===== src/hdl/sts_pkg.sv =====
`default_nettype none

package sts_pkg;

  // token codes of one result
  typedef enum logic [2:0] {
    TokEof     = 3'd0,
    TokNewline = 3'd1,
    TokCall    = 3'd2,
    TokIdent   = 3'd3,
    TokOp      = 3'd4,
    TokError   = 3'd5
  } token_e;

  typedef struct packed {
    token_e      token;
    logic [7:0]  op_char;
    logic [15:0] start_pos;
    logic [15:0] length;
    logic        last;
  } result_t;

  // most results one input request can cause
  localparam int MaxResults = 3;

  // results handed from the scanner to the output queue in one cycle
  typedef struct packed {
    logic [1:0]                   count;
    result_t [MaxResults-1:0]     res;
  } push_t;

  // character codes
  localparam logic [7:0] ChSpace     = 8'h20;
  localparam logic [7:0] ChTab       = 8'h09;
  localparam logic [7:0] ChCr        = 8'h0D;
  localparam logic [7:0] ChLf        = 8'h0A;
  localparam logic [7:0] ChQuote     = 8'h27;
  localparam logic [7:0] ChUnder     = 8'h5F;
  localparam logic [7:0] ChLParen    = 8'h28;
  localparam logic [7:0] ChRParen    = 8'h29;
  localparam logic [7:0] ChComma     = 8'h2C;
  localparam logic [7:0] ChEqual     = 8'h3D;
  localparam logic [7:0] ChPlus      = 8'h2B;
  localparam logic [7:0] ChMinus     = 8'h2D;
  localparam logic [7:0] ChStar      = 8'h2A;
  localparam logic [7:0] ChSlash     = 8'h2F;
  localparam logic [7:0] ChCaret     = 8'h5E;
  localparam logic [7:0] ChBackslash = 8'h5C;
  localparam logic [7:0] ChDot       = 8'h2E;

  // keyword text, lower case
  localparam logic [7:0] KwText [4] = '{8'h63, 8'h61, 8'h6C, 8'h6C};
  localparam logic [2:0] KwLen  = 3'd4;
  localparam logic [2:0] KwFail = 3'd7;

endpackage

`default_nettype wire


===== src/hdl/script_token_scanner_top.sv =====
// Script token scanner: one character request in, a stream of token results out.
// Input channel: in_valid_i / in_stall_o with kind_i (0 character, 1 end of
// script) and char_code_i. Output channel: out_valid_o / out_stall_i with
// token_o, op_char_o, start_pos_o, length_o and last_o; last_o marks the final
// result caused by one input request.
// The results of a request are registered into the result queue when it is taken.
// Throughput: one request per cycle while each request yields at most one
// result and the receiver does not stall; a request that yields two or three
// results (word flush, newline, eof) sends them out one at a time. The
// four-entry result queue takes a request whenever at most one result is
// waiting, so the input keeps moving while a result is held.
// Receiver stall: results stay at the queue head unchanged; once two or more
// results wait, in_stall_o rises until at most one result waits.
// Reset: the queue empties, the scanner goes idle with position zero and
// the newline flag set. After an unknown character the scanner halts: requests
// are still taken but yield nothing until reset. End of script returns all
// scan state to its reset values.
`default_nettype none

module script_token_scanner_top #(
  parameter int POSITION_BITS = 16
) (
  input  wire logic        clk_i,
  input  wire logic        rst_ni,
  input  wire logic        in_valid_i,
  output logic             in_stall_o,
  input  wire logic        kind_i,
  input  wire logic [7:0]  char_code_i,
  output logic             out_valid_o,
  input  wire logic        out_stall_i,
  output logic [2:0]       token_o,
  output logic [7:0]       op_char_o,
  output logic [15:0]      start_pos_o,
  output logic [15:0]      length_o,
  output logic             last_o
);
  import sts_pkg::*;

  push_t   push;
  result_t head;
  logic    full;
  logic    in_fire;
  logic    pop;

  assign in_stall_o = full;
  assign in_fire    = in_valid_i && !full;
  assign pop        = out_valid_o && !out_stall_i;

  // classification and scan state
  sts_scan #(
    .POSITION_BITS(POSITION_BITS)
  ) u_scan (
    .clk_i      (clk_i),
    .rst_ni     (rst_ni),
    .fire_i     (in_fire),
    .kind_i     (kind_i),
    .char_code_i(char_code_i),
    .push_o     (push)
  );

  // result queue
  sts_queue u_queue (
    .clk_i  (clk_i),
    .rst_ni (rst_ni),
    .push_i (push),
    .pop_i  (pop),
    .head_o (head),
    .valid_o(out_valid_o),
    .full_o (full)
  );

  assign token_o     = head.token;
  assign op_char_o   = head.op_char;
  assign start_pos_o = head.start_pos;
  assign length_o    = head.length;
  assign last_o      = head.last;

endmodule

`default_nettype wire


===== src/hdl/sts_scan.sv =====
`default_nettype none

module sts_scan #(
  parameter int POSITION_BITS = 16
) (
  input  wire logic          clk_i,
  input  wire logic          rst_ni,
  input  wire logic          fire_i,
  input  wire logic          kind_i,
  input  wire logic [7:0]    char_code_i,
  output sts_pkg::push_t     push_o
);
  import sts_pkg::*;

  localparam logic [1:0] ModeIdle    = 2'd0;
  localparam logic [1:0] ModeWord    = 2'd1;
  localparam logic [1:0] ModeComment = 2'd2;
  localparam logic [1:0] ModeHalt    = 2'd3;

  localparam int SatBits = (POSITION_BITS > 16) ? POSITION_BITS : 16;

  logic [1:0]               mode_q, mode_d;
  logic [POSITION_BITS-1:0] pos_q, pos_d;
  logic [POSITION_BITS-1:0] ws_q, ws_d;
  logic [15:0]              wl_q, wl_d;
  logic [2:0]               kw_q, kw_d;
  logic                     lwn_q, lwn_d;

  logic [SatBits-1:0]       ws_ext;
  logic [15:0]              start16;

  function automatic logic [2:0] kw_next(logic [2:0] kw, logic [7:0] c);
    logic [7:0] lc;
    lc = (c >= 8'h41 && c <= 8'h5A) ? c + 8'd32 : c;
    if (kw < KwLen && lc == KwText[kw[1:0]]) return kw + 3'd1;
    return KwFail;
  endfunction

  function automatic result_t mk(token_e tok, logic [7:0] ch, logic [15:0] st,
                                 logic [15:0] len);
    result_t r;
    r.token     = tok;
    r.op_char   = ch;
    r.start_pos = st;
    r.length    = len;
    r.last      = 1'b0;
    return r;
  endfunction

  // character classes
  logic c_letter, c_word, c_op, c_blank;
  always_comb begin
    c_letter = (char_code_i >= 8'h61 && char_code_i <= 8'h7A) ||
               (char_code_i >= 8'h41 && char_code_i <= 8'h5A);
    c_word   = c_letter || (char_code_i >= 8'h30 && char_code_i <= 8'h39) ||
               char_code_i == ChUnder;
    c_op     = char_code_i == ChLParen || char_code_i == ChRParen ||
               char_code_i == ChComma || char_code_i == ChEqual ||
               char_code_i == ChPlus || char_code_i == ChMinus ||
               char_code_i == ChStar || char_code_i == ChSlash ||
               char_code_i == ChCaret || char_code_i == ChBackslash ||
               char_code_i == ChDot;
    c_blank  = char_code_i == ChSpace || char_code_i == ChTab || char_code_i == ChCr;
  end

  // saturated start offset of the pending word
  always_comb begin
    ws_ext  = SatBits'(ws_q);
    start16 = (ws_ext > SatBits'(17'h0FFFF)) ? 16'hFFFF : ws_ext[15:0];
  end

  // next state and up to three results in order
  logic    a_v, b_v, e_v, lwn_a;
  result_t a_r, b_r, e_r, flush_r;
  logic [1:0] idx;
  always_comb begin
    mode_d = mode_q;
    pos_d  = pos_q;
    ws_d   = ws_q;
    wl_d   = wl_q;
    kw_d   = kw_q;
    lwn_d  = lwn_q;
    a_v = 1'b0; b_v = 1'b0; e_v = 1'b0;
    a_r = '0;   b_r = '0;   e_r = '0;
    lwn_a = lwn_q;
    flush_r = mk((kw_q == KwLen) ? TokCall : TokIdent, 8'h00, start16, wl_q);

    if (fire_i && mode_q != ModeHalt) begin
      if (!kind_i) begin
        if (~&pos_q) pos_d = pos_q + 1'b1;
        if (mode_q == ModeComment) begin
          if (char_code_i == ChLf) begin
            mode_d = ModeIdle;
            if (!lwn_q) begin
              a_v = 1'b1;
              a_r = mk(TokNewline, 8'h00, 16'h0000, 16'h0000);
              lwn_d = 1'b1;
            end
          end
        end else if (mode_q == ModeWord && c_word) begin
          if (~&wl_q) wl_d = wl_q + 16'd1;
          kw_d = kw_next(kw_q, char_code_i);
        end else begin
          // close a pending word first
          if (mode_q == ModeWord) begin
            a_v    = 1'b1;
            a_r    = flush_r;
            mode_d = ModeIdle;
            lwn_a  = 1'b0;
          end
          lwn_d = lwn_a;
          if (c_blank) begin
            // skipped
          end else if (c_letter) begin
            mode_d = ModeWord;
            ws_d   = pos_q;
            wl_d   = 16'd1;
            kw_d   = kw_next(3'd0, char_code_i);
          end else if (char_code_i == ChLf) begin
            if (!lwn_a) begin
              b_v   = 1'b1;
              b_r   = mk(TokNewline, 8'h00, 16'h0000, 16'h0000);
              lwn_d = 1'b1;
            end
          end else if (char_code_i == ChQuote) begin
            mode_d = ModeComment;
          end else if (c_op) begin
            b_v   = 1'b1;
            b_r   = mk(TokOp, char_code_i, 16'h0000, 16'h0000);
            lwn_d = 1'b0;
          end else begin
            b_v    = 1'b1;
            b_r    = mk(TokError, char_code_i, 16'h0000, 16'h0000);
            lwn_d  = 1'b0;
            mode_d = ModeHalt;
          end
        end
      end else begin
        // end of script: flush, newline, eof, then back to reset state
        if (mode_q == ModeWord) begin
          a_v   = 1'b1;
          a_r   = flush_r;
          lwn_a = 1'b0;
        end else if (mode_q == ModeComment && !lwn_q) begin
          a_v   = 1'b1;
          a_r   = mk(TokNewline, 8'h00, 16'h0000, 16'h0000);
          lwn_a = 1'b1;
        end
        if (!lwn_a) begin
          b_v = 1'b1;
          b_r = mk(TokNewline, 8'h00, 16'h0000, 16'h0000);
        end
        e_v    = 1'b1;
        e_r    = mk(TokEof, 8'h00, 16'h0000, 16'h0000);
        mode_d = ModeIdle;
        pos_d  = '0;
        ws_d   = '0;
        wl_d   = '0;
        kw_d   = '0;
        lwn_d  = 1'b1;
      end
    end

    // pack the results without gaps and mark the final one
    push_o = '0;
    idx    = 2'd0;
    if (a_v) begin
      push_o.res[idx] = a_r;
      idx = idx + 2'd1;
    end
    if (b_v) begin
      push_o.res[idx] = b_r;
      idx = idx + 2'd1;
    end
    if (e_v) begin
      push_o.res[idx] = e_r;
      idx = idx + 2'd1;
    end
    if (idx != 2'd0) push_o.res[idx - 2'd1].last = 1'b1;
    push_o.count = idx;
  end

  // scanner state
  always_ff @(posedge clk_i or negedge rst_ni) begin
    if (!rst_ni) begin
      mode_q <= ModeIdle;
      pos_q  <= '0;
      ws_q   <= '0;
      wl_q   <= '0;
      kw_q   <= '0;
      lwn_q  <= 1'b1;
    end else begin
      mode_q <= mode_d;
      pos_q  <= pos_d;
      ws_q   <= ws_d;
      wl_q   <= wl_d;
      kw_q   <= kw_d;
      lwn_q  <= lwn_d;
    end
  end

endmodule

`default_nettype wire


===== src/hdl/sts_queue.sv =====
`default_nettype none

module sts_queue (
  input  wire logic            clk_i,
  input  wire logic            rst_ni,
  input  wire sts_pkg::push_t  push_i,
  input  wire logic            pop_i,
  output sts_pkg::result_t     head_o,
  output logic                 valid_o,
  output logic                 full_o
);
  import sts_pkg::*;

  localparam int Depth = MaxResults + 1;

  result_t    q_q [Depth];
  result_t    q_d [Depth];
  result_t    sh  [Depth];
  logic [2:0] cnt_q, cnt_d;
  logic [2:0] base;

  // shift out the head on a taken result, then append new results
  always_comb begin
    for (int i = 0; i < Depth - 1; i++) begin
      sh[i] = pop_i ? q_q[i+1] : q_q[i];
    end
    sh[Depth-1] = q_q[Depth-1];
    base = cnt_q - {2'b00, pop_i};
    for (int j = 0; j < Depth; j++) begin
      q_d[j] = sh[j];
      for (int k = 0; k < MaxResults; k++) begin
        if (2'(k) < push_i.count && base + 3'(k) == 3'(j)) q_d[j] = push_i.res[k];
      end
    end
    cnt_d = base + {1'b0, push_i.count};
  end

  assign head_o  = q_q[0];
  assign valid_o = cnt_q != 3'd0;
  // room for a full burst only while at most one result waits
  assign full_o  = cnt_q > 3'd1;

  always_ff @(posedge clk_i or negedge rst_ni) begin
    if (!rst_ni) begin
      cnt_q <= '0;
    end else begin
      cnt_q <= cnt_d;
    end
  end

  always_ff @(posedge clk_i) begin
    for (int j = 0; j < Depth; j++) begin
      q_q[j] <= q_d[j];
    end
  end

endmodule

`default_nettype wire

===== config.mk =====
export PLATFORM = sky130hd
export DESIGN_NAME = script_token_scanner_top
export DESIGN_NICKNAME = d
export VERILOG_FILES = /design/src/hdl/sts_pkg.sv /design/src/hdl/script_token_scanner_top.sv /design/src/hdl/sts_scan.sv /design/src/hdl/sts_queue.sv
export SDC_FILE = /design/constraint.sdc
export NUM_CORES = 1
export LEC_CHECK = 0
export BUFFER_PORTS_ARGS = -buffer_cell sky130_fd_sc_hd__buf_2
export CAP_MARGIN = 20
export CORE_ASPECT_RATIO = 0.75
export CORE_MARGIN = 10
export CORE_UTILIZATION = 30
export DETAILED_ROUTE_END_ITERATION = 8
export GPL_TIMING_DRIVEN = 0
export HOLD_SLACK_MARGIN = 0.06
export PLACE_DENSITY = 0.44
export SKIP_CTS_REPAIR_TIMING = 1
export SLEW_MARGIN = 20
export SYNTH_ARGS = -nofsm -noshare
export SYNTH_HDL_FRONTEND = slang
export SYNTH_SLANG_ARGS = --single-unit

===== constraint.sdc =====
create_clock -name clk_i -period 6.4 [get_ports clk_i]
set_input_delay 0.64 -clock clk_i [delete_from_list [all_inputs] [get_ports clk_i]]
set_output_delay 0.64 -clock clk_i [all_outputs]
set_load 0.1 [all_outputs]

# [Yosys cells after proc, flatten, opt, wreduce, memory -nomap -nowiden]
# Memories as Yosys holds them, arrays and structs flattened.
# Cells that the tools add are included.
[word_totals] reg_bits=57 latch_bits=0 ramBits=176 mem_bits_ro=0 in_bits=13 output_inout_bits=46 elab_cells=275 memories=1
[classes] addsub=11 multipliers=0 div=0 magnitude_cmp=19 eq_ne=40 n_shift=0 mux=138 n_bitwise=3 reduce_logical=56
[memory_table] name="u_queue.q_q" words=4 width=44 rd=4 rd_clocked_by_memory_dff=0 write_ports=4 line_no="sts_queue.sv:16" text="result_t q_q [Depth];"
[ops] cell="$mux W44" count=33
[ops] cell="$mux W132" count=3
[ops] cell="$bwmux W132" count=2
[ops] cell="$demux W44 S2" count=3
[ops] cell="$mux W16" count=14
[ops] cell="$mux W42" count=5
[ops] cell="$and A132 B132 Y132" count=1
[ops] cell="$not A132 Y132" count=1
[ops] cell="$eq A8 B6 Y1 const B" count=11
[ops] cell="$mux W1" count=53
[ops] cell="$add A16 B1 Y16 const B" count=2
[ops] cell="$eq A8 B7 Y1 const B" count=4
[ops] cell="$reduce_and A16 Y1" count=2
[ops] cell="$mux W3" count=9
[ops] cell="$eq A8 B4 Y1 const B" count=3
[ops] cell="$logic_and A1 B1 Y1" count=24
[ops] cell="$mux W2" count=12
[ops] cell="$mux W8" count=3
[ops] cell="$eq A3 B2 Y1 const B" count=6
[ops] cell="$bmux W8 S2" count=1
[ops] cell="$ge A8 B7 Y1 const B" count=2
[ops] cell="$gt A16 B16 Y1 const B" count=1
[ops] cell="$le A8 B7 Y1 const B" count=2
[ops] cell="$logic_or A1 B1 Y1" count=15
[ops] cell="other kinds (36)" count=55

# [Depth between registers and ports, before layout]
# Gate-level depths: netlist of run 1.
[depth] depth_word=31 mapped_depth=21 mapped_depth_nobuf=15

# [By module]
# From an unflattened synthesis of run 1, not the netlist that was laid out.
[hier_totals] hier_cells=1477 area_unflattened_um2=14821.7
[by_module_without_submodules] module="sts_queue" instances=1 cells_per_inst=917 area_each_um2=10217.3 seq_area_each_um2=5360.1
[by_module_without_submodules] module="sts_scan" instances=1 cells_per_inst=558 area_each_um2=4576.9 seq_area_each_um2=1352.5
[by_module_without_submodules] module="script_token_scanner_top" instances=1 cells_per_inst=2 area_each_um2=27.5 seq_area_each_um2=0.0

# [Worst setup path after synthesis of run 1]
# OpenSTA, ideal clock, no wires.
[synth_path] kind="input to register" start="in char_code_i[5]" end="mem u_queue.q_q[2][0] (netlist bit), enable pin" setup_ns=0.557 arrival_time_ns=4.892 required_time_ns=5.843 path_slack_ns=0.951 path_stages=18 path_buffers=4 path_cell_list="buf_2 > inv_1 > ha_1 > a32oi_1 > a311oi_2 > or3_1 > buf_2 > a21oi_2 > buf_4 > inv_1 > ha_1 > inv_1 > nor3_2 > a22oi_1 > and3_1 > nor3_2 > clkbuf_1 > nand2_1"
[synth_lines] element="start, declared" line_no="script_token_scanner_top.sv:28" text="input wire logic [7:0] char_code_i,"
[synth_lines] element="end, declared" line_no="sts_queue.sv:16"

==> results of run 1 <==
-- state kept, by name, summed over array words and instances, names as in the netlist --
signal         cells
u_queue.cnt_q      3
u_scan.wl_q       16
u_scan.pos_q      16
u_scan.mode_q      2
u_scan.kw_q        3
u_scan.lwn_q       1
u_queue.q_q      176
u_scan.ws_ext     16
-- cells by family after synthesis --
| family | after synthesis | share of synthesized area [%] |
|---|---|---|
| flip-flops | 233 | 58.2 |
| AO/OA/AOI/OAI | 299 | 20.4 |
| AND/OR/NAND/NOR | 289 | 13.9 |
| multiplexers | 3 | 0.315 |
| adder cells (fa/ha/maj) | 14 | 1.58 |
| buffers and inverters | 100 | 4.37 |
| XOR/XNOR | 14 | 1.13 |
-- area by class of cell --
class	count	area, um^2
Fill cell	3775	24700
Sequential cell	233	6710
Multi-Input combinational cell	619	4350
Clock buffer	40	754
Tap cell	512	641
Buffer	77	418
Timing Repair Buffer	58	320
Inverter	23	86.3
Clock inverter	10	82.6
Antenna cell	1	2.50
-- worst min-delay path by stage --
| stage | startpoint | to | slack, ns |
|---|---|---|---|
| 3_3_place_gp | u_scan.kw_q[0]$_DFFE_PN0P_ | u_scan.kw_q[0]$_DFFE_PN0P_ | 0.50 |
| 6_report | rst_ni | u_scan.wl_q[8]$_DFFE_PN0P_ | 0.49 |
| 3_5_place_dp | u_queue.q_q[1][42]$_SDFFCE_PP0P_ | u_queue.q_q[0][42]$_SDFFCE_PP0P_ | 0.50 |
| 5_1_grt | rst_ni | u_scan.wl_q[5]$_DFFE_PN0P_ | 0.53 |
| 4_1_cts | rst_ni | u_scan.wl_q[8]$_DFFE_PN0P_ | -0.07 |
| 2_1_floorplan | rst_ni | u_queue.cnt_q[0]$_DFF_PN0_ | 0.34 |
-- routing by layer --
layer / vias up / track usage [%] / share of wire (%)
met2: 178 / 19.7 / 43
met4: 0 / 3.23 / 2.0
met5: - / 0 / 0
met3: 43 / 2.45 / 5.0
li1: 3919 / - / -
met1: 4071 / 19.9 / 50
-- stage by stage --
step	hold slack (ns)	std cells	worst slack, ns	cell area (um^2)
after global placement	0.497	1520	-1.23	12400
after detailed placement	0.504	1521	-0.0458	12500
after floorplan	0.344	952	0.951	11500
after CTS	-0.0735	1571	0.492	13300
final	0.493	1573	0.536	13400
after global routing	0.528	1573	0.0495	13400
-- worst max-delay path, delay by kind of cell --
family / cells / cell delay (ns)
AO/OA/AOI/OAI: 4 / 1.10
adder cells (fa/ha/maj): 2 / 0.56
buffers and inverters: 8 / 1.59
AND/OR/NAND/NOR: 5 / 2.07
-- power by group --
| group | total (uW) | switching [uW] | internal [uW] |
|---|---|---|---|
| registers | 2300 | 151 | 2150 |
| clock network | 1490 | 637 | 855 |
| logic | 2130 | 1620 | 504 |
| total | 5920 | 2410 | 3510 |
-- layout by cell type, fill, tap and decap left out, types with 8 or more instances in the layout --
cell type	count
a211oi_1	27
a21boi_1	8
a21o_1	15
a21oi_1	35
a22o_1	105
a31oi_1	14
and2_1	10
and3_1	40
buf_2	80
buf_4	9
buf_6	9
clkbuf_1	44
clkbuf_16	27
dfrtp_1	56
edfxtp_1	176
ha_1	13
inv_1	22
nand2_1	55
nand2b_1	8
nand3_1	28
nand4_1	9
nor2_1	50
nor3_1	18
o21ai_0	17
o31ai_1	9
or3_1	10
or4_1	8
==> qor.txt, run 1 <==
Port Buffers: 56
Top FF cell, synth: edfxtp_1
commonest cells in the netlist: edfxtp_1, a22o_1, nand2_1
Mapped Area: 11,500 um^2
final slew viol count: 0
post-synth top area cell: edfxtp_1
crit path launch type: input port
r2r endpoint: u_queue.q_q[2][11]$_SDFFCE_PP0P_
vias in the first global route: 8,262
Area growth, synth to finish: 15.9%
Area contributors post-synth: edfxtp_1, dfrtp_1, a22o_1
async set-reset flop share out of synthesis: 24.5%
r2r setup slk: 0.79 ns
final wirelength: 31,700 um
RSZ-0062 raised after global routing: no
final core utilization: 35.1%
Power Density: 443 nW/um^2
worst slew pin tran: 1.01 ns
Final nets: 1,066
status: complete, no violations
Avg Cell Area, Syn: 12.1 um^2
largest net degree at the start of global routing: 48
CP Max Fanout: 44
Final Total Pwr: 5920 uW
Hold Crit Class: in -> async
Die Ht: 190 um
crit path kind: in -> reg
# rows: 62
number of flops mapped to enable cells by yosys: 176
Worst Path Required: 6.53 ns
RR Startpoint: u_scan.mode_q[0]$_DFFE_PN0P_
first-pass GRT wire length: 49,900 um
drt first pass iters: 5
share of layout cells above drive strength 1: 16.5%
fin crit period: 5.86 ns
number of cells on the worst reg-to-reg path: 16
Post-DP HPWL: 22,000 um
CTS tree: done
CTS Root Cell: clkbuf_16
fmax: 0.171 GHz
crit-path cells: buf_2 -> buf_2 -> inv_1 -> ha_1 -> a32oi_1 -> a311oi_2 -> or3_1 -> buf_2 -> a21oi_2 -> buf_4 -> inv_1 -> ha_1 -> inv_1 -> nor3_2 -> a22oi_1 -> and3_1 -> nor3_2 -> clkbuf_1 -> nand2_4
Synth Register Bits: 233
post-synthesis sequential area ratio: 58.2%
Yosys warnings: 0
die footprint: 46,700 um^2
CP max-delay cell: nor3_2
maximum vdd drop: 0.185 mV
Distinct cells, synth: 84
DR iter-0 viols: 661
Clock Latency Late Sink: 0.55 ns
Net Count, Synth: 979
Worst Setup End Kind: flip-flop
core area: 38,100 um^2
final clock skew: 0.0100 ns
final hold vios: 0
CTS clk-pin slew, worst paths: 0.06 ns
crit path to: u_queue.q_q[2][11]$_SDFFCE_PP0P_
via count: 8,211
drt drc: 0
clk buf depth: 3
final antenna-violating net count: 0
Max Cap Viol: 0
# H-tree levels: 1
Sum Neg Setup Slack: 0 ns
starting density of the core: 30.3%
Mapped Cells: 952
Synth top area share: 45.9%
P_leak: 0.00501 uW
Via density: 5.22
final setup fails: 0
slowest stage delay, CP: 0.53 ns
GRT Residual Overflow: 0
Slew HR: 32.4%
die width: 246 um
cts bufs inserted: 27
Routed wire per std cell: 20.2 um
CP arrival: 6.00 ns
clk sinks: 233
total track usage: 13.4%
cell with the most instances after synthesis: edfxtp_1
initial antenna violation count: 1
Placer Congestion: 0.820
Worst Setup SP: char_code_i[5]
total I/O pin count: 59
Final period util: 91.6%
Power figures use the tool's default switching activity.
==> run 2: changes to the inputs <==
CORE_ASPECT_RATIO = 0.8   (was 0.75)
clock period = 6.9 ns   (was 6.4 ns; I/O delays follow)
==> qor.txt, run 2 (synthesis gave the netlist of run 1 again) <==
total track usage: 13.3%
switching power: 2270 uW
via count: 8,273
CP Max Fanout: 44
hold path startpoint: u_scan.kw_q[0]$_DFFE_PN0P_
Area growth, synth to finish: 16.1%
Placer Congestion: 0.824
fmax: 0.170 GHz
final antenna-violating net count: 0
fill count: 3,782
cell-internal power: 3290 uW
Hold Crit Class: reg -> reg
CTS Root Cell: clkbuf_16
worst slew pin tran: 1.03 ns
# H-tree levels: 1
final slew viol count: 0
RSZ-0062 raised after global routing: no
Worst Path Required: 7.05 ns
drt drc: 0
register area: 6710 um^2
starting density of the core: 30.2%
final clock skew: 0.0211 ns
Port Buffers: 56
cts bufs inserted: 27
Die Ht: 195 um
Sequential Power Share: 38.5%
status: complete, no violations
share of layout cells above drive strength 1: 16.7%
largest register by flop count: u_queue.q_q
most frequent cells in the layout: edfxtp_1, a22o_1, buf_2
final wirelength: 31,200 um
WHS: 0.517 ns
largest net degree at the start of global routing: 49
clk buf depth: 3
Clock Latency Late Sink: 0.57 ns
Final nets: 1,066
RR Startpoint: u_scan.mode_q[0]$_DFFE_PN0P_
CP arrival: 6.01 ns
Clk pwr share: 25.9%
CTS clk-pin slew, worst paths: 0.06 ns
antenna cells: 0
clk sinks: 233
Via density: 5.32
switching share of total power: 40.9%
initial antenna violation count: 0
Worst Hold Depth: 2
Max Cap Viol: 0
P_leak: 0.00502 uW
placed cell count: 1,504
power share of the combinational group: 35.6%
maximum vdd drop: 0.139 mV
Worst Setup End Kind: flip-flop
crit path launch type: input port
final setup fails: 0
fin worst setup slack: 1.03 ns
GRT Residual Overflow: 0
drt first pass iters: 5
Final period util: 85.0%
final core utilization: 35.1%
fin crit period: 5.87 ns
Placement Setup Slack: 0.328 ns
most common cell after layout, fill and taps aside: edfxtp_1
max reg flops: 176
Slew HR: 30.8%
r2r endpoint: u_queue.q_q[2][10]$_SDFFCE_PP0P_
final hold vios: 0
Power Density: 415 nW/um^2
first-pass GRT wire length: 49,400 um
# rows: 64
CTS tree: done
Final Instance Count excl. Fillers: 1,555
r2r setup slk: 1.31 ns
total I/O pin count: 59
Hold Path End: u_scan.kw_q[0]$_DFFE_PN0P_
area taken by multi-input logic gates: 4350 um^2
die width: 239 um
core area: 38,100 um^2
Final Total Pwr: 5560 uW
Post-DP HPWL: 21,800 um
Routed wire per std cell: 20.1 um
vias in the first global route: 8,319
number of cells on the worst reg-to-reg path: 17
DR iter-0 viols: 572
crit path kind: in -> reg
die footprint: 46,700 um^2
run 2: final cells by class:
class | instances | share of cell area [%]
Timing Repair Buffer | 58 | 2.39
Inverter | 23 | 0.645
Clock inverter | 17 | 1.22
Tap cell | 495 | 4.63
Buffer | 77 | 3.12
Multi-Input combinational cell | 619 | 32.5
Clock buffer | 33 | 5.37
Sequential cell | 233 | 50.2
run 2: power by group through the flow:
stage	Combinational, uW	Sequential (uW)	Clock (uW)
2_1_floorplan	873	2830	0
3_3_place_gp	1980	2180	0
3_5_place_dp	2000	2170	0
4_1_cts	2000	2140	1480
5_1_grt	2130	2180	1520
6_report	1980	2140	1440
run 2: how the worst max path moves through the flow:
| stage | from | endpoint | slack, ns |
|---|---|---|---|
| final | char_code_i[5] | u_queue.q_q[2][10]$_SDFFCE_PP0P_ | 1.03 |
| after CTS | char_code_i[5] | u_queue.q_q[2][10]$_SDFFCE_PP0P_ | 0.95 |
| after detailed placement | char_code_i[5] | u_queue.q_q[2][6]$_SDFFCE_PP0P_ | 0.33 |
| after global routing | char_code_i[1] | u_queue.q_q[2][6]$_SDFFCE_PP0P_ | 0.59 |
| after global placement | char_code_i[5] | u_queue.q_q[2][6]$_SDFFCE_PP0P_ | -0.80 |
| after floorplan | char_code_i[5] | u_queue.q_q[2][0]$_DFFE_PP_ | 1.40 |
run 2: metrics by stage:
stage                     TNS, ns  cell area [um^2]
final                           0             13400
after global routing            0             13400
after CTS                       0             13400
after detailed placement        0             12500
after global placement     -58.63             12400
after floorplan                 0             11500
run 2: worst max-delay path, stage by stage:
cell	delay (ns)
buf_2	0.13
buf_2	0.22
inv_1	0.09
ha_1	0.21
a32oi_1	0.32
a311oi_2	0.15
or3_1	0.43
buf_2	0.20
a21oi_2	0.31
buf_4	0.25
inv_1	0.08
ha_1	0.36
inv_1	0.08
nor3_2	0.30
a22oi_1	0.29
and3_1	0.32
nor3_2	0.52
clkbuf_1	0.51
nand2_4	0.52
run 2: layer usage:
metal | wire length [um] | vias to the layer above | track usage (%)
li1 | - | 3938 | -
met1 | 15800 | 4138 | 19.3
met2 | 13400 | 153 | 19.8
met3 | 1260 | 44 | 2.49
met4 | 776 | 0 | 3.67
met5 | 0 | - | 0
==> run 3: changes to the inputs <==
CELL_PAD_IN_SITES_DETAIL_PLACEMENT = 0   (was default)
CELL_PAD_IN_SITES_GLOBAL_PLACEMENT = 1   (was default)
PLACE_DENSITY = 0.51   (was 0.44)
==> qor.txt, run 3 (synthesis gave the netlist of run 1 again) <==
status: complete, no violations
GRT Residual Overflow: 0
switching share of total power: 40.4%
Die Ht: 195 um
initial antenna violation count: 0
CTS clk-pin slew, worst paths: 0.06 ns
RSZ-0062 raised after global routing: no
Area growth, synth to finish: 16.6%
final wirelength: 32,200 um
final clock skew: 0.0215 ns
Routed wire per std cell: 20.7 um
switching power: 2280 uW
maximum vdd drop: 0.210 mV
vias in the first global route: 8,473
final antenna-violating net count: 0
fin crit period: 5.90 ns
P_leak: 0.00507 uW
Placer Congestion: 0.839
Post-DP HPWL: 22,700 um
Bufs and invs on worst path: 8
core area: 38,100 um^2
crit-path cells: buf_2 -> buf_2 -> inv_1 -> ha_1 -> a32oi_1 -> a311oi_2 -> or3_1 -> buf_2 -> a21oi_2 -> buf_4 -> inv_1 -> ha_1 -> inv_1 -> nor3_2 -> a22oi_1 -> and3_1 -> nor3_2 -> clkbuf_1 -> nand2_4
most frequent cells in the layout: edfxtp_1, a22o_1, buf_2
Hold Crit Class: in -> async
most common cell after layout, fill and taps aside: edfxtp_1
CTS tree: done
Slew HR: 31.9%
clk sinks: 233
die footprint: 46,700 um^2
crit path launch type: input port
final setup fails: 0
total I/O pin count: 59
Port Buffers: 56
Worst Setup End Kind: flip-flop
busiest grt layer: met2
Clk pwr share: 26.5%
drt first pass iters: 5
final hold vios: 0
die width: 239 um
Clock Latency Late Sink: 0.57 ns
Sequential Power Share: 38.1%
power share of the combinational group: 35.4%
clk buf depth: 3
drt drc: 0
slowest stage delay, CP: 0.57 ns
via count: 8,123
Max Cap Viol: 0
cell-internal power: 3350 uW
total track usage: 13.8%
M2 GR Usage: 20.8%
starting density of the core: 30.2%
CP Max Fanout: 44
CP max-delay cell: nor3_2
# rows: 64
cts bufs inserted: 27
GR Layer Usage met1: 20.2%
Sum Neg Setup Slack: 0 ns
CP arrival: 6.04 ns
CTS Root Cell: clkbuf_16
crit-path leading delay family: simple AND/OR/NAND/NOR gates
grt met3 use: 2.31%
crit path kind: in -> reg
worst slew pin tran: 1.02 ns
DR iter-0 viols: 444
# H-tree levels: 1
antenna cells: 0
Via density: 5.22
Final nets: 1,067
share of layout cells above drive strength 1: 17.1%
largest net degree at the start of global routing: 47
Power Density: 419 nW/um^2
final slew viol count: 0
fmax: 0.170 GHz
Final period util: 85.4%
Worst Path Required: 7.05 ns
max reg flops: 176
final core utilization: 35.3%
first-pass GRT wire length: 51,100 um
WHS: 0.513 ns
largest register by flop count: u_queue.q_q
[run 3: changes by cell type in the layout (fill, tap and decap cells not counted), sizes merged]
cell | before | now
buf | 100 | 101
clkbuf | 67 | 73
clkinv | 9 | 6
clkinvlp | 5 | 1
inv | 24 | 25
[run 3: power by group through the flow]
| stage | Combinational [uW] | Clock, uW | Sequential, uW |
|---|---|---|---|
| final | 1990 | 1490 | 2140 |
| after CTS | 2020 | 1540 | 2150 |
| after global placement | 2000 | 0 | 2180 |
| after global routing | 2150 | 1590 | 2180 |
| after floorplan | 873 | 0 | 2830 |
| after detailed placement | 2020 | 0 | 2180 |
[run 3: metrics by stage]
step / instances / setup slack (ns) / total power (uW) / cell area (um^2)
floorplan: 952 / 1.40 / 3700 / 11500
CTS: 1555 / 0.903 / 5710 / 13400
global route: 1556 / 0.567 / 5930 / 13400
finish: 1556 / 1.00 / 5630 / 13400
detailed placement: 1505 / 0.327 / 4190 / 12500
global placement: 1503 / -0.850 / 4180 / 12400
[run 3: cell type report]
| class | instances | area (um^2) |
|---|---|---|
| fill | 3843 | 24700 |
| sequential | 233 | 6710 |
| multi-input combinational | 619 | 4340 |
| clock buffer | 39 | 801 |
| tap | 495 | 619 |
| buffer | 77 | 418 |
| timing repair buffer | 59 | 340 |
| clock inverter | 11 | 124 |
| inverter | 23 | 86.3 |
[run 3: worst paths after layout]
path                                               endpoint  depth (start not counted)                          from  slack, ns
min in group clk_i               u_scan.kw_q[2]$_DFFE_PN0P_                          2    u_scan.kw_q[2]$_DFFE_PN0P_       0.52
hold / removal                  u_scan.wl_q[15]$_DFFE_PN0P_                          2                        rst_ni       0.51
max in group asynchronous          u_scan.lwn_q$_DFFE_PN1P_                          3                        rst_ni       5.85
hold reg to reg                  u_scan.kw_q[2]$_DFFE_PN0P_                          2    u_scan.kw_q[2]$_DFFE_PN0P_       0.52
setup / recovery           u_queue.q_q[2][10]$_SDFFCE_PP0P_                         19                char_code_i[5]       1.00
setup reg to reg           u_queue.q_q[2][10]$_SDFFCE_PP0P_                         15  u_scan.mode_q[1]$_DFFE_PN0P_       1.26
[run 3: per-layer routing]
layer | vias to the layer above | part of all wire [%]
met3 | 35 | 3.4
met5 | - | 0
met4 | 0 | 1.7
met2 | 114 | 44
li1 | 3937 | -
met1 | 4037 | 51
